$ cat src/kpd_pkg.sv
package kpd_pkg;

	localparam int ROWS     = 3;
	localparam int COLS     = 3;
	localparam int MATRIX_W = ROWS * COLS;
	localparam int CODE_W   = 4;
	localparam int COUNT_W  = 8;
	localparam int TDATA_IN_W  = 16;
	localparam int TDATA_OUT_W = 8;

	localparam logic CMD_TICK = 1'b0;
	localparam logic CMD_READ = 1'b1;

	localparam logic [CODE_W-1:0]  KEY_NONE       = 4'd0;
	localparam logic [COUNT_W-1:0] DEBOUNCE_RESET = 8'd5;

	// digit code per matrix bit, row 0 first
	localparam logic [CODE_W-1:0] DIGIT_OF [MATRIX_W] = '{
		4'd7, 4'd8, 4'd9,
		4'd4, 4'd5, 4'd6,
		4'd1, 4'd2, 4'd3
	};

	typedef struct packed {
		logic              cmd;
		logic [CODE_W-1:0] code;
	} kpd_item_t;

	typedef struct packed {
		logic [CODE_W-1:0] read_key;
		logic [CODE_W-1:0] stable_key;
	} kpd_result_t;

	// first pressed key in scan order wins
	function automatic logic [CODE_W-1:0] scan_code(input logic [MATRIX_W-1:0] m);
		logic [CODE_W-1:0] c;
		c = KEY_NONE;
		for (int i = MATRIX_W - 1; i >= 0; i--) begin
			if (m[i]) begin
				c = DIGIT_OF[i];
			end
		end
		return c;
	endfunction

endpackage

$ cat src/kpd_in_stage.sv
module kpd_in_stage
	import kpd_pkg::*;
(
	input  logic                clk,
	input  logic                arst_n,
	input  logic                in_valid,
	output logic                in_ready,
	input  logic                in_cmd,
	input  logic [MATRIX_W-1:0] in_matrix,
	input  logic                adv,
	output logic                valid_s1,
	output kpd_item_t           item_s1
);

	assign in_ready = !valid_s1 || adv;

	always_ff @(posedge clk or negedge arst_n) begin
		if (!arst_n) begin
			valid_s1 <= 1'b0;
		end else if (in_ready) begin
			valid_s1 <= in_valid;
		end
	end

	// decode the scan on the way in, matrix is ignored for reads
	always_ff @(posedge clk) begin
		if (in_ready && in_valid) begin
			item_s1.cmd  <= in_cmd;
			item_s1.code <= (in_cmd == CMD_TICK) ? scan_code(in_matrix) : KEY_NONE;
		end
	end

endmodule

$ cat src/kpd_track.sv
module kpd_track
	import kpd_pkg::*;
(
	input  logic               clk,
	input  logic               arst_n,
	input  logic               step,
	input  kpd_item_t          item,
	input  logic [COUNT_W-1:0] debounce_ticks,
	output kpd_result_t        result
);

	logic [CODE_W-1:0]  key_buffer_q;
	logic [CODE_W-1:0]  validated_q;
	logic [CODE_W-1:0]  previous_q;
	logic [COUNT_W-1:0] repeat_count_q;

	logic [CODE_W-1:0]  key_buffer_d;
	logic [CODE_W-1:0]  validated_d;
	logic [CODE_W-1:0]  previous_d;
	logic [COUNT_W-1:0] repeat_count_d;
	logic [COUNT_W-1:0] count_inc;
	logic [CODE_W-1:0]  read_val;

	assign count_inc = repeat_count_q + 8'd1;

	always_comb begin
		key_buffer_d   = key_buffer_q;
		validated_d    = validated_q;
		previous_d     = previous_q;
		repeat_count_d = repeat_count_q;
		read_val       = KEY_NONE;
		if (item.cmd == CMD_READ) begin
			read_val     = key_buffer_q;
			key_buffer_d = KEY_NONE;
		end else if (item.code == validated_q) begin
			previous_d     = item.code;
			repeat_count_d = '0;
		end else if (item.code == previous_q) begin
			repeat_count_d = count_inc;
			if (count_inc >= debounce_ticks) begin
				key_buffer_d   = item.code;
				validated_d    = item.code;
				repeat_count_d = '0;
			end
		end else begin
			previous_d     = item.code;
			repeat_count_d = '0;
		end
	end

	always_ff @(posedge clk or negedge arst_n) begin
		if (!arst_n) begin
			key_buffer_q   <= KEY_NONE;
			validated_q    <= KEY_NONE;
			previous_q     <= KEY_NONE;
			repeat_count_q <= '0;
		end else if (step) begin
			key_buffer_q   <= key_buffer_d;
			validated_q    <= validated_d;
			previous_q     <= previous_d;
			repeat_count_q <= repeat_count_d;
		end
	end

	assign result.read_key   = read_val;
	assign result.stable_key = validated_d;

	// a candidate equal to the validated key never carries a count
	a_count_idle: assert property (@(posedge clk) disable iff (!arst_n)
		previous_q == validated_q |-> repeat_count_q == '0)
		else $error("repeat count running on the validated key");

	a_read_clears: assert property (@(posedge clk) disable iff (!arst_n)
		step && item.cmd == CMD_READ |=> key_buffer_q == KEY_NONE)
		else $error("key buffer not cleared by read");

	a_no_step_hold: assert property (@(posedge clk) disable iff (!arst_n)
		!step |=> $stable(validated_q) && $stable(key_buffer_q))
		else $error("debounce state moved without a beat");

	a_read_keeps_key: assert property (@(posedge clk) disable iff (!arst_n)
		step && item.cmd == CMD_READ |=> $stable(validated_q))
		else $error("read changed the validated key");

	a_code_range: assert property (@(posedge clk) disable iff (!arst_n)
		validated_q <= 4'd9 && key_buffer_q <= 4'd9)
		else $error("key code out of range");

endmodule

$ cat src/keypad_scan_debounce_core.sv
// 3x3 keypad scanner and debouncer. Each input beat is a scan tick (tuser 0, tdata carries
// the matrix sample) or a read (tuser 1), and each gives exactly one output beat with the
// buffered key (nonzero only on reads) and the validated key. A beat can be accepted in every
// cycle while the output is not stalled: it is decoded into an input register, runs through the
// debounce compare-and-count logic and lands in the output register; the output register
// and the input register together hold two beats while m_tready is low. debounce_ticks is set
// on the cfg channel, which is always ready, and must only change while no beats are in flight.
module keypad_scan_debounce_core
	import kpd_pkg::*;
(
	input  logic                   clk,
	input  logic                   arst_n,
	input  logic                   cfg_valid,
	output logic                   cfg_ready,
	input  logic [COUNT_W-1:0]     cfg_data,     // debounce_ticks
	input  logic                   s_tvalid,
	output logic                   s_tready,
	input  logic [TDATA_IN_W-1:0]  s_tdata,      // key_matrix[8:0], zeros above
	input  logic                   s_tuser,      // cmd
	output logic                   m_tvalid,
	input  logic                   m_tready,
	output logic [TDATA_OUT_W-1:0] m_tdata       // read_key[3:0], stable_key[7:4]
);

	logic [COUNT_W-1:0] debounce_ticks_q;
	logic               valid_s1;
	kpd_item_t          item_s1;
	logic               adv;
	logic               step;
	kpd_result_t        result;
	logic               valid_s2;
	kpd_result_t        result_s2;

	assign cfg_ready = 1'b1;

	always_ff @(posedge clk or negedge arst_n) begin
		if (!arst_n) begin
			debounce_ticks_q <= DEBOUNCE_RESET;
		end else if (cfg_valid && cfg_ready) begin
			debounce_ticks_q <= cfg_data;
		end
	end

	assign adv  = !valid_s2 || m_tready;
	assign step = valid_s1 && adv;

	kpd_in_stage u_in (
		.clk       (clk),
		.arst_n    (arst_n),
		.in_valid  (s_tvalid),
		.in_ready  (s_tready),
		.in_cmd    (s_tuser),
		.in_matrix (s_tdata[MATRIX_W-1:0]),
		.adv       (adv),
		.valid_s1  (valid_s1),
		.item_s1   (item_s1)
	);

	kpd_track u_track (
		.clk            (clk),
		.arst_n         (arst_n),
		.step           (step),
		.item           (item_s1),
		.debounce_ticks (debounce_ticks_q),
		.result         (result)
	);

	always_ff @(posedge clk or negedge arst_n) begin
		if (!arst_n) begin
			valid_s2 <= 1'b0;
		end else if (adv) begin
			valid_s2 <= valid_s1;
		end
	end

	always_ff @(posedge clk) begin
		if (step) begin
			result_s2 <= result;
		end
	end

	assign m_tvalid = valid_s2;
	assign m_tdata  = {result_s2.stable_key, result_s2.read_key};

endmodule

$ cat config.mk
export PLATFORM = sky130hd
export DESIGN_NAME = keypad_scan_debounce_core
export DESIGN_NICKNAME = d
export VERILOG_FILES = /design/src/kpd_pkg.sv /design/src/kpd_in_stage.sv /design/src/kpd_track.sv /design/src/keypad_scan_debounce_core.sv
export SDC_FILE = /design/constraint.sdc
export NUM_CORES = 1
export LEC_CHECK = 0
export BUFFER_PORTS_ARGS = -buffer_cell sky130_fd_sc_hd__clkbuf_2
export CORE_ASPECT_RATIO = 0.7
export CORE_MARGIN = 4
export CORE_UTILIZATION = 40
export CTS_CLUSTER_DIAMETER = 150
export CTS_CLUSTER_SIZE = 28
export DETAILED_ROUTE_END_ITERATION = 6
export GPL_TIMING_DRIVEN = 0
export PLACE_DENSITY = 0.63
export SETUP_SLACK_MARGIN = 0.2
export SYNTH_ARGS = -nofsm -noshare
export SYNTH_HDL_FRONTEND = slang
export SYNTH_SLANG_ARGS = --single-unit
export TNS_END_PERCENT = 20
$ cat constraint.sdc
create_clock -name clk -period 5.2 [get_ports clk]
set_input_delay 1.04 -clock clk [delete_from_list [all_inputs] [get_ports clk]]
set_output_delay 1.04 -clock clk [all_outputs]
set_load 0.03 [all_outputs]
* Yosys cells after proc, flatten, opt, wreduce, memory -nomap -nowiden
Cells that the tools add are included.
Word-level totals: bits of input ports 30, output and inout port bits 11, word-level logic and storage cells 53, register bits after elaboration 43
Cells by class: eq/ne operators 4, reduce and logical (&&, ||, !) cells 12, magnitude comparators 1, bitwise logic cells 1, multiplexer cells 22, add/sub/neg operators 1
Operators by type and width (count):
- $mux 4 | 12
- $mux 8 | 3
- $mux 3 | 4
- $add 8x1->8 const B | 1
- $eq 4x4->1 | 2
- $ge 8x8->1 | 1
- $mux 2 | 3
- $reduce_and 4->1 | 1
- $reduce_bool 2->1 | 2
- $reduce_and 3->1 | 1
- $logic_and 1x1->1 | 2
- $logic_not 1->1 | 2
- $logic_or 1x1->1 | 2
- $ne 2x1->1 const B | 1
- $ne 2x2->1 const B | 1
- $reduce_and 2->1 | 1
- $reduce_or 2->1 | 1
- $not 1->1 | 1

* Logic depth before layout (Yosys ltp)
word-level depth 9, depth in mapped cells 10, mapped depth without buffers 10

* By module
Synthesis repeated with hierarchy kept, for this count alone.
Second synthesis, totals: cells, all modules 200, area, all modules 2331.0 um2
By module, submodules not included:
- kpd_track | cells each 145, seq. area each 500.5 um2, times used 1, area each 1413.9 um2
- keypad_scan_debounce_core | cells each 31, seq. area each 467.9 um2, times used 1, area each 629.4 um2
- kpd_in_stage | cells each 24, seq. area each 175.2 um2, times used 1, area each 287.8 um2

* Worst setup path after synthesis
OpenSTA, ideal clock, no wires.
path kind flip-flop to flip-flop, from reg u_track.repeat_count_q[0], to reg result_s2, in the netlist m_tdata[4], data pin, arrival time 2404 ps, path buffers 0, library setup time 260 ps, stages on the path, launching flop included 10, path slack 2536 ps, required time 4940 ps, period minus slack after synthesis 2664 ps, path through dfrtp_1 ha_1 nand3_1 nor2_1 xor2_1 ha_1 nand4_1 o31a_1 or3_4 mux2_4
RTL lines:
- from (decl) | line kpd_track.sv:15 | logic [COUNT_W-1:0] repeat_count_q;
- from (signal assigned) | line kpd_track.sv:61 | repeat_count_q <= repeat_count_d;
- to (signal assigned) | line keypad_scan_debounce_core.sv:78 | result_s2 <= result;
- to (decl) | line keypad_scan_debounce_core.sv:32 | kpd_result_t result_s2;

==> reports/metrics.cfg <==
[timing]
skew_ns = 0.00536
slew_violations = 0
tns_ns = 0
layout_min_cycle_time_ns = 2.97
finalWorstSetupSlack_ns = 2.23
tightest_slew_ns = 0.810
setup_viol = 0
maxSlewHeadroom_pct = 44.6
max_freq_mhz = 336
grt_setup_unrepaired = no
hold_viol_final = 0
fin_crit_sh_pct = 57.2

[placed_design]
dp_slack_ns = 2.27
port_buffers = 32
hpwlAfterDp_um = 3120
dp_cells = 308
gp_congestion = 0.769

[power_and_ir_drop]
peakVddDrop_v = 0.000118
powerDensity_nw_per_um2 = 302
p_leak_nw = 1.19

[floorplanning]
die_y_um = 70.3
die_w_um = 97.0
ios = 41
start_util_pct = 41.7
fp.coreArea_um2 = 5310
die_area_um2 = 6820
fp-row-count = 22

[clock_tree]
cts-resized-gates = 0
cts.clk_slew.worst_paths_ns = 0.08
post-cts-setup-buffers = 0
clk_path_buf_depth = 2
clock_sinks = 43
holdBufCountCts = 0
cts_tree = done
insertion_delay_ns = 0.29
cts_max_level = 2
cts_buffers = 5
cts_root_buffer = clkbuf_8

[synthesis]
ys_types = 46
yosysWarnings = 0
yosysTopAreaCellShare_pct = 31.6
synthFlopType = dfrtp_1
syn_area_um2 = 2220
syn_nets = 243
synth.avg_cell_area_um2 = 10.9
synth-async-reset-ratio_pct = 69.8
yosysTopAreaCell = dfrtp_1
synthCells = 204
seq_area_frac_synth_pct = 51.6
ys_seq_elements = 43
synth_edf_count = 13
synth_area_leaders = dfrtp_1, edfxtp_1, ha_1

[global_routing]
grt_start_max_net_pins = 31
grt_pass1_wl_um = 7000
antenna_found_initial = 0
grt_pass1_vias = 1506
track_usage_pct = 12.8
overflow = 0

[routing]
drt_iter0_markers = 83
dr_wl_met2_um = 1590
viasPerCell = 4.86
post_drt_wl_per_cell_um = 12.8
met1Wirelength_um = 2170
drtAntennaViolNets = 0
route.detailed.drc = 0
vias = 1536
dr_wl_met3_um = 235
dr.max_layer_used = met4
drt_pass1_iterations = 4
drt_wl_total_um = 4060

[cells_and_area]
antenna_cells = 0
regArea_um2 = 1140
drive_above_1_share_pct = 23.0
multiInputGateArea_um2 = 995
instances_no_fill = 316
nFillCells = 512
nNetsFinal = 282
syn_to_final_growth_pct = 15.0

[critical_path]
worstSetupPathType = reg2reg
critPathCaptureType = flop
worst-r2r-setup-slack_ns = 2.23
required_ns = 5.24
crit_fanout = 7
ff2ff_path_depth = 8
cp-start-kind = flop
arrival_ns = 3.02

[status]
outcome = finished clean

[run]
cap_violations = 0

[hold_path]
whs_path_depth = 1
hold_class = reg2reg

sequential cells by signal, summed over array words and instances (netlist names):
signal,flops
m_tvalid,1
u_track.key_buffer_q,4
u_in.item_s1,5
u_track.repeat_count_q,8
u_track.previous_q,4
u_in.valid_s1,1
m_tdata,8
debounce_ticks_q,8
u_track.validated_q,4
per-layer routing:
metal	GRT usage (%)	up-vias
met5	0	-
met4	5.14	0
met3	3.69	4
met2	17.5	43
met1	18.7	695
li1	-	794
cell usage in the layout (no fill, tap or decap), types with 2 or more instances in the layout:
master / netlist / final
nand2b_1: 8 / 8
o31ai_1: 3 / 3
ha_1: 9 / 9
dfstp_2: 2 / 2
xnor2_1: 2 / 2
a21oi_1: 6 / 6
xor2_1: 11 / 11
o221ai_1: 3 / 3
edfxtp_1: 13 / 13
mux2_4: 4 / 4
o21bai_1: 2 / 2
clkbuf_8: 0 / 5
inv_1: 15 / 15
o21ai_0: 12 / 12
dfrtp_1: 28 / 28
clkbuf_1: 4 / 6
mux2_2: 5 / 5
nand3_1: 5 / 5
nor2_1: 8 / 8
clkbuf_2: 0 / 32
mux2_1: 4 / 4
nand4_1: 2 / 2
nand2_1: 27 / 27
and2_1: 6 / 6
o21a_1: 2 / 2
cell families after synthesis:
group,after synthesis,synth area share (%)
buffers and inverters,20,3.56
DFF,43,51.6
other,1,0.169
xor gates and xnor gates,13,5.14
adders and majority gates,9,5.08
AOI/OAI and AO/OA,38,11.4
muxes,13,7.28
and+or+nand+nor,67,15.8
power breakdown:
part / internal [mW] / switching [mW] / total [mW]
Clock: 0.0943 / 0.106 / 0.200
Sequential: 0.394 / 0.0276 / 0.422
Combinational: 0.0612 / 0.0866 / 0.148
Total: 0.549 / 0.220 / 0.770
layout make-up:
type	instances	area share (%)
Clock buffer	7	2.99
Buffer	5	0.884
Timing Repair Buffer	32	6.28
Inverter	15	2.21
Multi-Input combinational cell	141	39.0
Clock inverter	1	0.196
Tap cell	72	3.53
Sequential cell	43	44.9
through the flow:
| stage | utilization [%] | power (mW) | hold WS (ns) | area [um2] |
|---|---|---|---|---|
| after floorplan | - | 0.531 | 0.457 | 2220 |
| after global placement | 46.4 | 0.572 | 0.486 | 2470 |
| final | 48.0 | 0.770 | 0.508 | 2550 |
| after CTS | 48.0 | 0.781 | 0.514 | 2550 |
| after global routing | 48.0 | 0.822 | 0.525 | 2550 |
| after detailed placement | 46.4 | 0.579 | 0.492 | 2470 |
worst paths after layout:
kind | end | start
max | m_tdata[6]$_DFFE_PP_ | u_track.repeat_count_q[2]$_DFFE_PN0P_
min | m_tvalid$_DFFE_PN0P_ | u_in.valid_s1$_DFFE_PN0N_
max reg2reg | m_tdata[6]$_DFFE_PP_ | u_track.repeat_count_q[2]$_DFFE_PN0P_
min reg2reg | m_tvalid$_DFFE_PN0P_ | u_in.valid_s1$_DFFE_PN0N_
max in group asynchronous | u_track.key_buffer_q[0]$_DFFE_PN0P_ | arst_n
min in group asynchronous | debounce_ticks_q[1]$_DFFE_PN0P_ | arst_n
critical path, stage by stage, from the launching register on:
cell and delay (ns):
dfrtp_1 0.33, clkbuf_1 0.26, nand3_1 0.14, xnor2_1 0.18
ha_1 0.21, a2111oi_0 0.73, o31a_1 0.34, or3_4 0.22
mux2_4 0.31
cell usage after synthesis (all sizes together), types with 2 or more instances:
library cell,number
o21ai,13
a21oi,6
nor2,9
nand2b,8
and2,6
edfxtp,13
nand4,2
o21a,2
xnor2,2
ha,9
clkbuf,4
nor4,2
nand3,6
mux2,13
o21bai,2
dfstp,2
o221ai,3
dfrtp,28
xor2,11
inv,15
o31ai,3
nand2,27
(Power assumes the default switching activity.)
